--- config.mk ---
export PLATFORM = sky130hd
export DESIGN_NAME = quadrature_menu_position
export DESIGN_NICKNAME = d
export VERILOG_FILES = /design/src/rtl/qmp_pkg.sv /design/src/rtl/quadrature_menu_position.sv
export VERILOG_INCLUDE_DIRS = /design/src /design/src/rtl
export SDC_FILE = /design/constraint.sdc
export NUM_CORES = 1
export LEC_CHECK = 0
export CAP_MARGIN = 10
export CORE_ASPECT_RATIO = 0.75
export CORE_MARGIN = 10
export CORE_UTILIZATION = 59
export DETAILED_ROUTE_END_ITERATION = 6
export DONT_BUFFER_PORTS = 1
export GPL_TIMING_DRIVEN = 0
export PLACE_DENSITY = 0.8
export SETUP_SLACK_MARGIN = 0.4
export SYNTH_ARGS = -nofsm -noshare
export SYNTH_HDL_FRONTEND = slang
export SYNTH_SLANG_ARGS = --single-unit
--- constraint.sdc ---
create_clock -name aclk -period 5.9 [get_ports aclk]
set_clock_uncertainty 0.15 [all_clocks]
set_input_delay 0.295 -clock aclk [delete_from_list [all_inputs] [get_ports aclk]]
set_output_delay 0.295 -clock aclk [all_outputs]
set_load 0.005 [all_outputs]
--- src/rtl/quadrature_menu_position_assert.svh ---
// ============================================================================
// Assertion macros for the quadrature menu position block
// Shared helpers for the concurrent checks at the end of the RTL modules.
// ============================================================================
`ifndef QUADRATURE_MENU_POSITION_ASSERT_SVH
`define QUADRATURE_MENU_POSITION_ASSERT_SVH

// Same-cycle implication, checked on every rising edge outside of reset.
`define QMP_ASSERT_NOW(lbl, ante, cons) \
    lbl: assert property (@(posedge aclk) disable iff (!aresetn) (ante) |-> (cons)) \
        else $error("qmp assertion failed");

// Next-cycle implication, checked on every rising edge outside of reset.
`define QMP_ASSERT_NEXT(lbl, ante, cons) \
    lbl: assert property (@(posedge aclk) disable iff (!aresetn) (ante) |=> (cons)) \
        else $error("qmp assertion failed");

`endif

--- src/rtl/qmp_pkg.sv ---
// ============================================================================
// qmp_pkg
// Types, register indexes and the quadrature step table of the menu
// position tracker.
// ============================================================================
`timescale 1ns / 1ps
`default_nettype none

package qmp_pkg;

    // Configuration register indexes.
    localparam logic [1:0] CFG_STEPS_PER_DETENT = 2'd0;
    localparam logic [1:0] CFG_ITEM_COUNT       = 2'd1;
    localparam logic [1:0] CFG_VISIBLE_LINES    = 2'd2;

    // Reset values of the configuration registers.
    localparam logic [3:0] SPD_RESET   = 4'd4;
    localparam logic [7:0] COUNT_RESET = 8'd6;
    localparam logic [5:0] VIS_RESET   = 6'd5;

    // Lines idle high after reset.
    localparam logic [1:0] PHASE_IDLE = 2'b11;

    // Largest usable steps-per-detent value.
    localparam logic [3:0] SPD_MAX = 4'd8;

    // One result beat, position in the lowest bits.
    typedef struct packed {
        logic signed [1:0] detent_move;
        logic signed [1:0] micro_step;
        logic [7:0]        window_first;
        logic [7:0]        position;
    } qmp_result_t;

    // Quadrature step for {previous phase, new phase}; invalid moves give 0.
    function automatic logic signed [1:0] qmp_step(input logic [3:0] idx);
        logic signed [1:0] s;
        case (idx)
            4'd1, 4'd7, 4'd8, 4'd14: s = -2'sd1;
            4'd2, 4'd4, 4'd11, 4'd13: s = 2'sd1;
            default: s = 2'sd0;
        endcase
        return s;
    endfunction

endpackage

`default_nettype wire

--- src/rtl/quadrature_menu_position.sv ---
// A sample's result is registered at the edge that accepts it and shows on m_tdata
// after that edge at the earliest. Throughput: one sample per cycle until the skid
// entry fills; the step table, detent accumulator, clamp and window update all settle
// combinationally between the state and result registers.
// A two-entry output stage lets one more sample in while a result is stalled.
// Reset (aresetn low, synchronous) restores the registers and state, empties the output.
// ============================================================================
// quadrature_menu_position
// Decodes encoder phase samples into detent moves of a clamped menu position
// and keeps a scroll window around that position.
// ============================================================================
`timescale 1ns / 1ps
`default_nettype none

`include "quadrature_menu_position_assert.svh"

module quadrature_menu_position
    import qmp_pkg::*;
(
    input  wire logic        aclk,
    input  wire logic        aresetn,
    // Configuration write port.
    input  wire logic        cfg_we,
    input  wire logic [1:0]  cfg_addr,
    input  wire logic [7:0]  cfg_wdata,
    // Sample stream.
    input  wire logic        s_tvalid,
    output logic             s_tready,
    input  wire logic [7:0]  s_tdata,   // [1:0] phase_ab, [7:2] zero
    // Result stream.
    output logic             m_tvalid,
    input  wire logic        m_tready,
    output logic [23:0]      m_tdata    // [7:0] position, [15:8] window_first,
                                        // [17:16] micro_step, [19:18] detent_move,
                                        // [23:20] zero
);

    // Configuration registers.
    logic [3:0] spd_reg;
    logic [7:0] count_reg;
    logic [5:0] vis_reg;

    // Tracker state.
    logic [1:0]        last_phase_reg;
    logic signed [3:0] accum_reg;
    logic [7:0]        pos_reg;
    logic [7:0]        ws_reg;

    // Output stage.
    qmp_result_t out_reg, skid_reg;
    logic        out_valid_reg, skid_valid_reg;

    // Datapath signals.
    logic [3:0]        spd_eff;
    logic [7:0]        cnt_eff;
    logic [5:0]        vis_eff;
    logic [1:0]        phase_now;
    logic signed [1:0] step;
    logic signed [4:0] acc_sum;
    logic signed [4:0] spd_s;
    logic signed [3:0] accum_next;
    logic signed [1:0] move;
    logic [8:0]        pos_inc;
    logic [7:0]        cnt_m1;
    logic [7:0]        pos_next;
    logic [8:0]        ws_limit;
    logic [7:0]        ws_next;
    qmp_result_t       result;
    logic              accept;
    logic              pop;

    // Configuration writes.
    always_ff @(posedge aclk) begin
        if (!aresetn) begin
            spd_reg   <= SPD_RESET;
            count_reg <= COUNT_RESET;
            vis_reg   <= VIS_RESET;
        end else if (cfg_we) begin
            unique case (cfg_addr)
                CFG_STEPS_PER_DETENT: spd_reg   <= cfg_wdata[3:0];
                CFG_ITEM_COUNT:       count_reg <= cfg_wdata;
                CFG_VISIBLE_LINES:    vis_reg   <= cfg_wdata[5:0];
                default: ;
            endcase
        end
    end

    // Out-of-range register values fall back to the nearest usable value.
    always_comb begin
        if (spd_reg == 4'd0) begin
            spd_eff = 4'd1;
        end else if (spd_reg > SPD_MAX) begin
            spd_eff = SPD_MAX;
        end else begin
            spd_eff = spd_reg;
        end
        cnt_eff = (count_reg == 8'd0) ? 8'd1 : count_reg;
        vis_eff = (vis_reg == 6'd0) ? 6'd1 : vis_reg;
    end

    // Step decode, detent accumulation and clamped position move.
    always_comb begin
        phase_now  = s_tdata[1:0];
        step       = qmp_step({last_phase_reg, phase_now});
        acc_sum    = 5'(accum_reg) + 5'(step);
        spd_s      = signed'({1'b0, spd_eff});
        pos_inc    = {1'b0, pos_reg} + 9'd1;
        cnt_m1     = cnt_eff - 8'd1;
        accum_next = acc_sum[3:0];
        move       = 2'sd0;
        pos_next   = pos_reg;
        if (acc_sum >= spd_s) begin
            accum_next = 4'(acc_sum - spd_s);
            move       = 2'sd1;
            pos_next   = (pos_inc < {1'b0, cnt_m1}) ? pos_inc[7:0] : cnt_m1;
        end else if (acc_sum <= -spd_s) begin
            accum_next = 4'(acc_sum + spd_s);
            move       = -2'sd1;
            if (pos_reg != 8'd0) begin
                pos_next = pos_reg - 8'd1;
            end
        end
    end

    // Scroll the window just far enough to keep the position in view.
    always_comb begin
        ws_limit = {1'b0, ws_reg} + {3'b0, vis_eff};
        ws_next  = ws_reg;
        if (pos_next < ws_reg) begin
            ws_next = pos_next;
        end else if ({1'b0, pos_next} >= ws_limit) begin
            ws_next = pos_next - ({2'b0, vis_eff} - 8'd1);
        end
        result.position     = pos_next;
        result.window_first = ws_next;
        result.micro_step   = step;
        result.detent_move  = move;
    end

    assign s_tready = !skid_valid_reg;
    assign accept   = s_tvalid && s_tready;
    assign pop      = out_valid_reg && m_tready;

    // Tracker state advances on every accepted beat.
    always_ff @(posedge aclk) begin
        if (!aresetn) begin
            last_phase_reg <= PHASE_IDLE;
            accum_reg      <= 4'sd0;
            pos_reg        <= 8'd0;
            ws_reg         <= 8'd0;
        end else if (accept) begin
            last_phase_reg <= phase_now;
            accum_reg      <= accum_next;
            pos_reg        <= pos_next;
            ws_reg         <= ws_next;
        end
    end

    // Output register with a skid entry behind it.
    always_ff @(posedge aclk) begin
        if (!aresetn) begin
            out_valid_reg  <= 1'b0;
            skid_valid_reg <= 1'b0;
        end else begin
            if (skid_valid_reg) begin
                if (pop) begin
                    skid_valid_reg <= 1'b0;
                end
            end else if (accept) begin
                if (!out_valid_reg || pop) begin
                    out_valid_reg <= 1'b1;
                end else begin
                    skid_valid_reg <= 1'b1;
                end
            end else if (pop) begin
                out_valid_reg <= 1'b0;
            end
        end
    end

    // Result payload moves without reset.
    always_ff @(posedge aclk) begin
        if (skid_valid_reg) begin
            if (pop) begin
                out_reg <= skid_reg;
            end
        end else if (accept) begin
            if (!out_valid_reg || pop) begin
                out_reg <= result;
            end else begin
                skid_reg <= result;
            end
        end
    end

    assign m_tvalid = out_valid_reg;
    assign m_tdata  = {4'b0, out_reg};

    // The skid entry is only ever filled behind a held output beat.
    `QMP_ASSERT_NOW(a_skid_behind_out, skid_valid_reg, out_valid_reg)
    // A beat taken while the output is stalled lands in the skid entry.
    `QMP_ASSERT_NEXT(a_stall_to_skid, accept && out_valid_reg && !m_tready, skid_valid_reg)
    // The accumulator never reaches the most negative code, even after the
    // detent size has been lowered.
    `QMP_ASSERT_NOW(a_accum_range, 1'b1, (accum_reg >= -4'sd7))
    // After a sample, the position lies inside the scroll window.
    `QMP_ASSERT_NEXT(a_pos_in_window, accept && !cfg_we,
        (pos_reg >= ws_reg) && ({1'b0, pos_reg} < ws_limit))

endmodule

`default_nettype wire

==> summary.log, run 1 <==
qor: run_status.status finished with violations
qor: run_status.violations design-rule violations, negative setup slack
qor: synth.synth_async_sr_flop_share 0%
qor: placed_design.hpwlAfterDp 12000 um
qor: setup_path.data_arrival_time_at_the_worst_slack_endpoint 6.05 ns
qor: synth.flip_flop_cell_with_the_highest_count_after_synthesis dfxtp_1
qor: finish.post_route_cells_drive_above_1_share 32.4%
qor: setup_path.critical_path_required 5.83 ns
qor: synth.synth_area_per_cell 8.97 um^2
qor: finish.layout.nets 845
qor: die.die_height 106 um
qor: setup_path.setup.reg_to_reg.worst_slack -0.22 ns
qor: die.die_w 134 um
qor: setup_path.cp_max_fo 4
qor: setup_path.crit_path_end m_tdata[14]$_DFFE_PP_
qor: synth.synthesis.area 0.00579 mm^2
qor: routing.drc 38
qor: die.io_pins 49
qor: hold_path.worst_hold_path_type input port to register
qor: timing.worst-slew-pin-transition 1.09 ns
qor: timing.rsz0062_at_grt true
qor: routing.vias_per_cell 7.20
qor: timing.period_minus_slack 6.12 ns
qor: clocking.clk_pin_slew 0.07 ns
qor: timing.final_hold_viol_count 0
qor: routing.detail-route-antenna-nets 0
qor: synth.synth_top_cells_by_area edfxtp_1, dfxtp_1, ha_1, nand2_1, a21oi_1
qor: finish.mostFrequentLayoutCell nand2_1
qor: timing.relSlewSlack 27.4%
qor: routing.vias 6440
qor: clocking.cts-root-to-sink-buffers 2
qor: grt.first_global_vias 5550
qor: setup_path.path_class register to register
qor: routing.wire_per_inst 27.6 um
qor: finish.area_growth_syn_to_layout 40.6%
qor: clocking.cts.sinks 82
qor: synth.synthDominantCellAreaShare 20.7%
qor: clocking.number_of_buffers_added_by_the_clock_tree_synthesis_step 9
qor: grt.grt_max_degree 21
qor: setup_path.setup.worst_path.start_class register
qor: die.core.rowCount 31
qor: routing.dr.first_iter.drc_count 1104
qor: finish.nFillCells 425
qor: setup_path.setup.worst_path.end_class register
qor: timing.period_share 104%
qor: die.dieArea 0.0142 mm^2
qor: clocking.clkLatencyLatePin 0.36 ns
qor: timing.timing.final.max_slew_violations 0
qor: setup_path.worst_setup_path_startpoint last_phase_reg[0]$_SDFFE_PN1P_
qor: routing.wl 24700 um
qor: synth.number_of_enable_type_register_cells_in_the_synthesized_netlist 40
qor: job.maxCapViolCount 0
qor: routing.drt_pass1_iterations 7
qor: setup_path.critPathMaxStageDelay 0.57 ns
qor: placed_design.finalWeightedCongestion 0.948
qor: setup_path.regToRegStartpoint last_phase_reg[0]$_SDFFE_PN1P_
qor: setup_path.r2r_cells 28
qor: die.floorplan.core_area 0.00962 mm^2
qor: synth.ys_seq_elements 82
qor: grt.grt_pass1_wl 29700 um
qor: synth.netlist_instances 646
qor: synth.synthesis.yosys.warnings 0
qor: setup_path.cp_slowest_cell fa_2
qor: setup_path.worstReg2RegEnd m_tdata[14]$_DFFE_PP_
qor: grt.grt.overflow.total 0
qor: grt.grt_antenna_before_repair 1
qor: grt.grt_use_total 26.1%
qor: clocking.cts_max_level 3
qor: die.effective_utilization_at_floorplan 60.2%
qor: synth.synth.yosys.seq_area_share 35.3%
qor: placed_design.placement.io_buffers 0
qor: synth.synth.lib_cells_used.distinct 73
qor: finish.layout.core_utilization 84.6%
qor: timing.post-route-worst-setup-slack -0.217 ns
qor: clocking.cts.root.buffer_cell clkbuf_16
qor: synth.synthDominantAreaCellType edfxtp_1
qor: clocking.cts_tree done
qor: timing.finalSetupViolCount 18
qor: finish.most-common-layout-cells nand2_1, buf_4, nor2_1
qor: timing.fmaxAchievable 163 MHz
cells by family (layout without fill, tap and decap cells):
| family | Yosys count | in the layout | share of synthesized area [%] |
|---|---|---|---|
| buffers and inverters | 71 | 182 | 5.01 |
| AND/OR/NAND/NOR | 214 | 214 | 17.5 |
| flip-flops | 82 | 82 | 35.3 |
| multiplexers | 24 | 24 | 4.45 |
| AO/OA/AOI/OAI | 159 | 160 | 18.5 |
| XOR/XNOR | 30 | 30 | 4.54 |
| other | 1 | 6 | 0.0647 |
| adder cells (fa/ha/maj) | 65 | 65 | 14.7 |
worst max-delay path, delay by kind of cell (launching register included):
kind | cells | cell delay [ns]
buffers and inverters | 8 | 0.98
AND/OR/NAND/NOR | 3 | 0.59
flip-flops | 1 | 0.38
XOR/XNOR | 3 | 0.53
AO/OA/AOI/OAI | 9 | 1.70
adder cells (fa/ha/maj) | 4 | 1.38
multiplexers | 1 | 0.12
worst min path at each step:
stage / cells past startpoint / to / from / slack (ns)
after floorplan: 1 / skid_valid_reg$_SDFF_PN0_ / m_tready / 0.25
after global placement: 1 / skid_valid_reg$_SDFF_PN0_ / m_tready / 0.25
after detailed placement: 1 / skid_valid_reg$_SDFF_PN0_ / m_tready / 0.25
after CTS: 2 / skid_valid_reg$_SDFF_PN0_ / s_tvalid / 0.02
after global routing: 2 / skid_valid_reg$_SDFF_PN0_ / s_tvalid / 0.09
final: 2 / skid_valid_reg$_SDFF_PN0_ / s_tvalid / 0.11
final cells by class:
| type | instances | area (um^2) | share of cell area (%) |
|---|---|---|---|
| Clock inverter | 7 | 81.3 | 0.999 |
| Antenna cell | 1 | 2.50 | 0.0307 |
| Multi-Input combinational cell | 498 | 4440 | 54.6 |
| Clock buffer | 9 | 225 | 2.77 |
| Tap cell | 132 | 165 | 2.03 |
| Inverter | 40 | 160 | 1.97 |
| Sequential cell | 82 | 2050 | 25.2 |
| Buffer | 31 | 180 | 2.21 |
| Timing Repair Buffer | 95 | 833 | 10.2 |
through the flow:
stage / setup slack, ns / cells / cell area (um^2) / setup TNS [ns] / hold slack (ns)
3_3_place_gp: -0.523 / 782 / 6140 / -8.51 / 0.248
4_1_cts: 0.199 / 863 / 7410 / 0 / 0.0186
5_1_grt: -0.379 / 894 / 8140 / -3.21 / 0.0887
2_1_floorplan: 0.388 / 650 / 5970 / 0 / 0.245
6_report: -0.217 / 895 / 8140 / -1.54 / 0.108
3_5_place_dp: -0.634 / 782 / 6140 / -10.46 / 0.254
synthesized netlist by cell type (4+ instances only):
cell      instances
a211oi_1          4
a21o_1            9
a21oi_1          45
a31oi_1           7
and3_1            4
buf_4             4
clkbuf_1         25
dfxtp_1          42
edfxtp_1         40
fa_1              5
ha_1             60
inv_1            37
mux2_2            4
mux2i_1          19
nand2_1          78
nand2b_1          6
nand3_1          15
nand3b_1          4
nand4_1           6
nor2_1           50
nor2b_1           7
nor3_1           20
nor4_1            4
o211ai_1         12
o21a_1            4
o21ai_0          27
o21bai_1          5
o31ai_1          13
or3_1             6
xnor2_1          20
xor2_1           10
repair_timing:
| item | in CTS | in global routing |
|---|---|---|
| resized for setup | 82 | 100 |
| hold buffers | 11 | 0 |
| cloned | 1 | 0 |
| setup buffers | 53 | 31 |
| pin swaps | 48 | 62 |
| endpoints found under the setup margin | 24 | 24 |
| endpoints found under the hold margin | 21 | 0 |
metal layers:
layer  share of wire (%)  vias up  track usage, %  routed length [um]
li1                    -     2570               -                   -
met1                  34     2955            33.1                8470
met2                  43      686            40.1               10700
met3                  15      229            7.07                3660
met4                 7.9        0            13.1                1950
met5                   0        -               0                   0
Power of run 1 is left out: the tool's default activity adds up to more than one toggle a clock period on the data nets, which glitch-free logic cannot reach.
==> inputs of run 2 (changes only) <==
--- a/config.mk
+++ b/config.mk
@@ -14,6 +14,7 @@
 export DONT_BUFFER_PORTS = 1
 export GPL_TIMING_DRIVEN = 0
 export PLACE_DENSITY = 0.8
+export REMOVE_ABC_BUFFERS = 1
 export SETUP_SLACK_MARGIN = 0.4
 export SYNTH_ARGS = -nofsm -noshare
 export SYNTH_HDL_FRONTEND = slang
==> summary.log, run 2 (synthesis gave the netlist of run 1 again) <==
qor: run_status.status finished with violations [unchanged]
qor: run_status.violations design-rule violations, negative setup slack [unchanged]
qor: finish.mostFrequentLayoutCell nand2_1 [unchanged]
qor: clocking.cts.sinks 82 [unchanged]
qor: routing.detail-route-antenna-nets 0 [unchanged]
qor: clocking.clkLatencyLatePin 0.36 ns [about the same]
qor: setup_path.path_delay_family compound AO/OA/AOI/OAI gates [unchanged]
qor: setup_path.critPathMaxStageDelay 0.59 ns [was 0.57 ns]
qor: placed_design.placed_cell_area 0.00586 mm^2 [was 0.00614 mm^2]
qor: die.die_height 106 um [unchanged]
qor: timing.fmaxAchievable 161 MHz [was 163 MHz]
qor: timing.worst-slew-pin-transition 0.992 ns [was 1.09 ns]
qor: grt.grt_antenna_before_repair 0 [was 1]
qor: die.effective_utilization_at_floorplan 60.2% [unchanged]
qor: timing.timing.final.max_slew_violations 0 [unchanged]
qor: die.io_pins 49 [unchanged]
qor: setup_path.critical_path_required 5.82 ns [was 5.83 ns]
qor: setup_path.crit_path_cell_trace mux4_2, buf_6, ha_4, nand3_4, nand2_4, xor2_4, ha_4, nand4b_1, o211ai_1, a21oi_2, or3_4, o41ai_2, a22oi_2, ha_1, nor2b_1, o21ai_1, nand2b_2, nor3_4, buf_4, buf_6, a31o_4, a211o_1, a31oi_1
qor: grt.grt_use_total 23.5% [was 26.1%]
qor: finish.multi_input_comb_area 0.00425 mm^2 [was 0.00444 mm^2]
qor: routing.drt_pass1_iterations 7 [unchanged]
qor: clocking.cts_tree done [unchanged]
qor: clocking.clk_pin_slew 0.07 ns [about the same]
qor: die.floorplan.core_area 0.00962 mm^2 [unchanged]
qor: die.die_w 134 um [unchanged]
qor: die.dieArea 0.0142 mm^2 [unchanged]
qor: setup_path.cp_max_fo 8 [was 4]
qor: grt.grt_pass1_wl 27400 um [was 29700 um]
qor: hold_path.worst_hold_path_type input port to register [unchanged]
qor: setup_path.setup.worst_path.end_class register [unchanged]
qor: timing.rsz0062_at_grt true [unchanged]
qor: routing.drc 45 [was 38]
qor: placed_design.finalWeightedCongestion 0.915 [was 0.948]
qor: finish.most-common-layout-cells nand2_1, buf_4, ha_1 [was nand2_1, buf_4, nor2_1]
qor: setup_path.cp_slowest_cell mux4_2 [was fa_2]
qor: timing.period_share 106% [was 104%]
qor: setup_path.path_class register to register [unchanged]
qor: finish.layout.cell_area.non_filler 0.00760 mm^2 [was 0.00814 mm^2]
qor: setup_path.setup.worst_path.start_class register [unchanged]
qor: clocking.cts-root-to-sink-buffers 2 [unchanged]
qor: finish.area_growth_syn_to_layout 31.2% [was 40.6%]
qor: timing.final_hold_viol_count 0 [unchanged]
qor: finish.layout.nets 802 [was 845]
qor: finish.nFillCells 549 [was 425]
qor: clocking.cts_max_level 3 [unchanged]
qor: placed_design.placement.io_buffers 0 [unchanged]
qor: setup_path.critPathBufInv 3 [was 8]
qor: clocking.number_of_buffers_added_by_the_clock_tree_synthesis_step 9 [unchanged]
qor: grt.grt.overflow.total 0 [unchanged]
qor: finish.ff_latch_area 0.00205 mm^2 [about the same]
qor: placed_design.hpwlAfterDp 10700 um [was 12000 um]
qor: setup_path.data_arrival_time_at_the_worst_slack_endpoint 6.14 ns [was 6.05 ns]
qor: job.maxCapViolCount 0 [unchanged]
qor: routing.vias_per_cell 7.09 [was 7.20]
qor: clocking.cts.root.buffer_cell clkbuf_16 [unchanged]
qor: timing.finalSetupViolCount 24 [was 18]
qor: routing.vias 6030 [was 6440]
qor: timing.period_minus_slack 6.23 ns [was 6.12 ns]
qor: routing.dr.first_iter.drc_count 1074 [was 1104]
qor: grt.first_global_vias 5207 [was 5550]
qor: routing.wire_per_inst 25.7 um [was 27.6 um]
qor: timing.post-route-worst-setup-slack -0.325 ns [was -0.217 ns]
qor: grt.grt_max_degree 27 [was 21]
qor: finish.antenna_cells_inserted 0 [was 1]
qor: routing.wl 21800 um [was 24700 um]
qor: die.core.rowCount 31 [unchanged]
qor: finish.post_route_cells_drive_above_1_share 28.0% [was 32.4%]
qor: timing.relSlewSlack 33.7% [was 27.4%]
[run 2: per-layer routing]
layer,global-route usage [%],vias to the layer above,part of all wire [%]
met4,9.53,0,8.0
met2,35.9,589,41
li1,-,2470,-
met5,0,-,0
met3,6.26,213,15
met1,31.0,2758,36
[run 2: what timing repair did]
| action | in CTS | in global routing |
|---|---|---|
| pin swaps | 44 | 37 |
| gates resized for setup | 81 | 68 |
| hold endpoints to repair | 29 | 0 |
| gates cloned | 1 | 1 |
| hold buffers | 11 | 0 |
| buffers inserted | 45 | 24 |
| setup endpoints to repair | 24 | 24 |
[run 2: final cells by class]
cell class              instances  share of cell area [%]
clock buffers                   9                    2.96
clock inverters                 7                   0.757
inverters                      40                    2.06
multi-input cells             499                    56.0
flip-flops and latches         82                    27.0
well taps                     132                    2.17
repair buffers                 82                    9.12
[run 2: worst paths after layout]
kind              depth (start not counted)                   endpoint                      startpoint  slack, ns
setup / recovery                         23      m_tdata[15]$_DFFE_PP_  last_phase_reg[1]$_SDFFE_PN1P_      -0.33
hold / removal                            2  skid_valid_reg$_SDFF_PN0_                        s_tvalid       0.02
setup reg to reg                         23      m_tdata[15]$_DFFE_PP_  last_phase_reg[1]$_SDFFE_PN1P_      -0.33
hold reg to reg                           2    vis_reg[0]$_SDFFE_PN1P_         vis_reg[0]$_SDFFE_PN1P_       0.36
[run 2: stage by stage]
| step | utilization (%) | setup TNS, ns | hold WS (ns) | std cells | setup WS [ns] |
|---|---|---|---|---|---|
| after floorplan | - | -0.0335 | 0.207 | 619 | -0.0335 |
| after global placement | 60.6 | -18.31 | 0.211 | 751 | -1.11 |
| after detailed placement | 60.9 | -23.16 | 0.215 | 753 | -1.29 |
| after CTS | 73.3 | 0 | 0.0255 | 826 | 0.402 |
| after global routing | 79.0 | -5.32 | 0.0340 | 851 | -0.330 |
| final | 79.0 | -5.07 | 0.0231 | 851 | -0.325 |
Power of run 2 is left out for the same reason.
==> inputs of run 3 (changes only) <==
==> constraint.sdc (replaced) <==
create_clock -name aclk -period 5 [get_ports aclk]
set_clock_uncertainty 0.15 [all_clocks]
set_input_delay 0.25 -clock aclk [delete_from_list [all_inputs] [get_ports aclk]]
set_output_delay 0.25 -clock aclk [all_outputs]
set_load 0.005 [all_outputs]
==> summary.log, run 3 (synthesis gave the netlist of run 1 again) <==
qor: setup_path.r2r_cells 18 [was 23]
qor: clocking.clkLatencyLatePin 0.36 ns [about the same]
qor: finish.nFillCells 490 [was 549]
qor: clocking.cts_tree done [unchanged]
qor: die.die_w 134 um [unchanged]
qor: timing.relSlewSlack 27.3% [was 33.7%]
qor: die.core.rowCount 31 [unchanged]
qor: timing.worst-slew-pin-transition 1.09 ns [was 0.992 ns]
qor: placed_design.finalWeightedCongestion 0.915 [unchanged]
qor: routing.wl 25100 um [was 21800 um]
qor: finish.layout.nets 811 [was 802]
qor: job.maxCapViolCount 0 [unchanged]
qor: routing.wire_per_inst 29.1 um [was 25.7 um]
qor: finish.mostFrequentLayoutCell nand2_1 [unchanged]
qor: timing.fmaxAchievable 151 MHz [was 161 MHz]
qor: grt.grt_max_degree 27 [unchanged]
qor: die.io_pins 49 [unchanged]
qor: setup_path.cp_max_fo 8 [unchanged]
qor: routing.vias 6496 [was 6030]
qor: setup_path.worst_setup_path_startpoint pos_reg[4]$_SDFFE_PN0P_ [was last_phase_reg[1]$_SDFFE_PN1P_]
qor: timing.final_hold_viol_count 0 [unchanged]
qor: setup_path.worstReg2RegEnd m_tdata[9]$_DFFE_PP_ [was m_tdata[15]$_DFFE_PP_]
qor: grt.grt_antenna_before_repair 0 [unchanged]
qor: grt.grt_pass1_wl 29300 um [was 27400 um]
qor: timing.rsz0062_at_grt true [unchanged]
qor: setup_path.critical_path_required 4.90 ns [was 5.82 ns]
qor: clocking.clk_pin_slew 0.07 ns [about the same]
qor: routing.vias_per_cell 7.55 [was 7.09]
qor: setup_path.regToRegStartpoint pos_reg[4]$_SDFFE_PN0P_ [was last_phase_reg[1]$_SDFFE_PN1P_]
qor: timing.period_minus_slack 6.61 ns [was 6.23 ns]
qor: hold_path.worstHoldEndpoint last_phase_reg[0]$_SDFFE_PN1P_ [was skid_valid_reg$_SDFF_PN0_]
qor: finish.antenna_cells_inserted 0 [unchanged]
qor: setup_path.setup.reg_to_reg.worst_slack -1.61 ns [was -0.33 ns]
qor: hold_path.hold_path.startpoint s_tdata[0] [was s_tvalid]
qor: setup_path.setup.worst_path.end_class register [unchanged]
qor: die.effective_utilization_at_floorplan 60.2% [unchanged]
qor: setup_path.data_arrival_time_at_the_worst_slack_endpoint 6.51 ns [was 6.14 ns]
qor: grt.first_global_vias 5490 [was 5207]
qor: placed_design.placement.io_buffers 0 [unchanged]
qor: finish.area_growth_syn_to_layout 34.4% [was 31.2%]
qor: clocking.cts-root-to-sink-buffers 2 [unchanged]
qor: hold_path.worst_hold_path_type input port to register [unchanged]
qor: timing.finalSetupViolCount 27 [was 24]
qor: setup_path.setup.worst_path.start_class register [unchanged]
qor: finish.post_route_cells_drive_above_1_share 30.6% [was 28.0%]
qor: clocking.cts.sinks 82 [unchanged]
qor: grt.grt_use_total 25.4% [was 23.5%]
qor: timing.timing.setup.tns -35.38 ns [was -5.07 ns]
qor: clocking.cts.root.buffer_cell clkbuf_16 [unchanged]
qor: clocking.cts_max_level 3 [unchanged]
qor: setup_path.path_class register to register [unchanged]
qor: routing.drt_pass1_iterations 7 [unchanged]
qor: grt.grt.overflow.total 0 [unchanged]
qor: run_status.violations design-rule violations, negative setup slack [unchanged]
qor: placed_design.placed_cells 753 [unchanged]
qor: timing.post-route-worst-setup-slack -1.61 ns [was -0.325 ns]
qor: clocking.number_of_buffers_added_by_the_clock_tree_synthesis_step 9 [unchanged]
qor: routing.dr.first_iter.drc_count 1499 [was 1074]
qor: placed_design.hpwlAfterDp 10700 um [unchanged]
qor: timing.worst_hold_slack 0.0395 ns [was 0.0231 ns]
qor: routing.drc 48 [was 45]
qor: placed_design.preCtsSetupSlack -2.14 ns [was -1.29 ns]
qor: timing.period_share 132% [was 106%]
qor: run_status.status finished with violations [unchanged]
qor: timing.timing.final.max_slew_violations 0 [unchanged]
qor: finish.most-common-layout-cells nand2_1, buf_4, ha_1 [unchanged]
qor: finish.final_cells 860 [was 851]
qor: hold_path.hold_depth 2 [unchanged]
qor: routing.detail-route-antenna-nets 0 [unchanged]
qor: die.floorplan.core_area 0.00962 mm^2 [unchanged]
qor: die.die_height 106 um [unchanged]
qor: die.dieArea 0.0142 mm^2 [unchanged]
-- run 3: per-stage QoR --
stage / cell area [um^2] / utilization (%)
finish: 7780 / 80.9
detailed placement: 5860 / 60.9
floorplan: 5670 / -
global route: 7780 / 80.9
CTS: 7290 / 75.8
global placement: 5830 / 60.6
-- run 3: routing by layer --
metal	GRT usage, %	up-vias	wire [um]
li1	-	2504	-
met1	31.8	2911	8200
met2	39.2	757	10200
met3	8.73	324	4300
met4	10.9	0	2330
met5	0	-	0
-- run 3: how the worst max path moves through the flow --
stage / cells past startpoint / slack, ns / endpoint
finish: 18 / -1.61 / m_tdata[9]$_DFFE_PP_
floorplan: 23 / -0.89 / m_tdata[9]$_DFFE_PP_
global route: 18 / -1.70 / m_tdata[9]$_DFFE_PP_
CTS: 22 / -0.49 / m_tdata[9]$_DFFE_PP_
detailed placement: 23 / -2.14 / m_tdata[9]$_DFFE_PP_
global placement: 23 / -1.96 / m_tdata[9]$_DFFE_PP_
-- run 3: worst max-delay path: stages, from the launching register on --
cell	delay, ns
dfxtp_1	0.63
nand3_1	0.35
nor3_1	0.73
xor2_1	0.46
ha_1	0.32
and3_1	0.16
a221oi_2	0.28
and3_1	0.27
nand2_1	0.22
o21ai_1	0.30
o211ai_1	0.38
buf_4	0.27
ha_1	0.20
or3_1	0.42
a21oi_4	0.22
a21oi_4	0.14
buf_12	0.17
a2111oi_4	0.51
o31ai_2	0.12
-- run 3: layout make-up --
type | instances | area [um^2] | share of cell area [%]
Timing Repair Buffer | 90 | 791 | 10.2
Clock inverter | 7 | 57.6 | 0.739
Inverter | 40 | 153 | 1.96
Clock buffer | 9 | 225 | 2.89
Sequential cell | 82 | 2060 | 26.4
Multi-Input combinational cell | 500 | 4340 | 55.7
Tap cell | 132 | 165 | 2.12
-- run 3: repair_timing --
item	4_1_cts	5_1_grt
endpoints found under the setup margin	30	24
setup buffers	54	20
hold buffers	14	0
cloned	2	1
pin swaps	53	49
gates resized for setup	108	70
hold endpoints to repair	29	0
Power of run 3 is left out for the same reason.
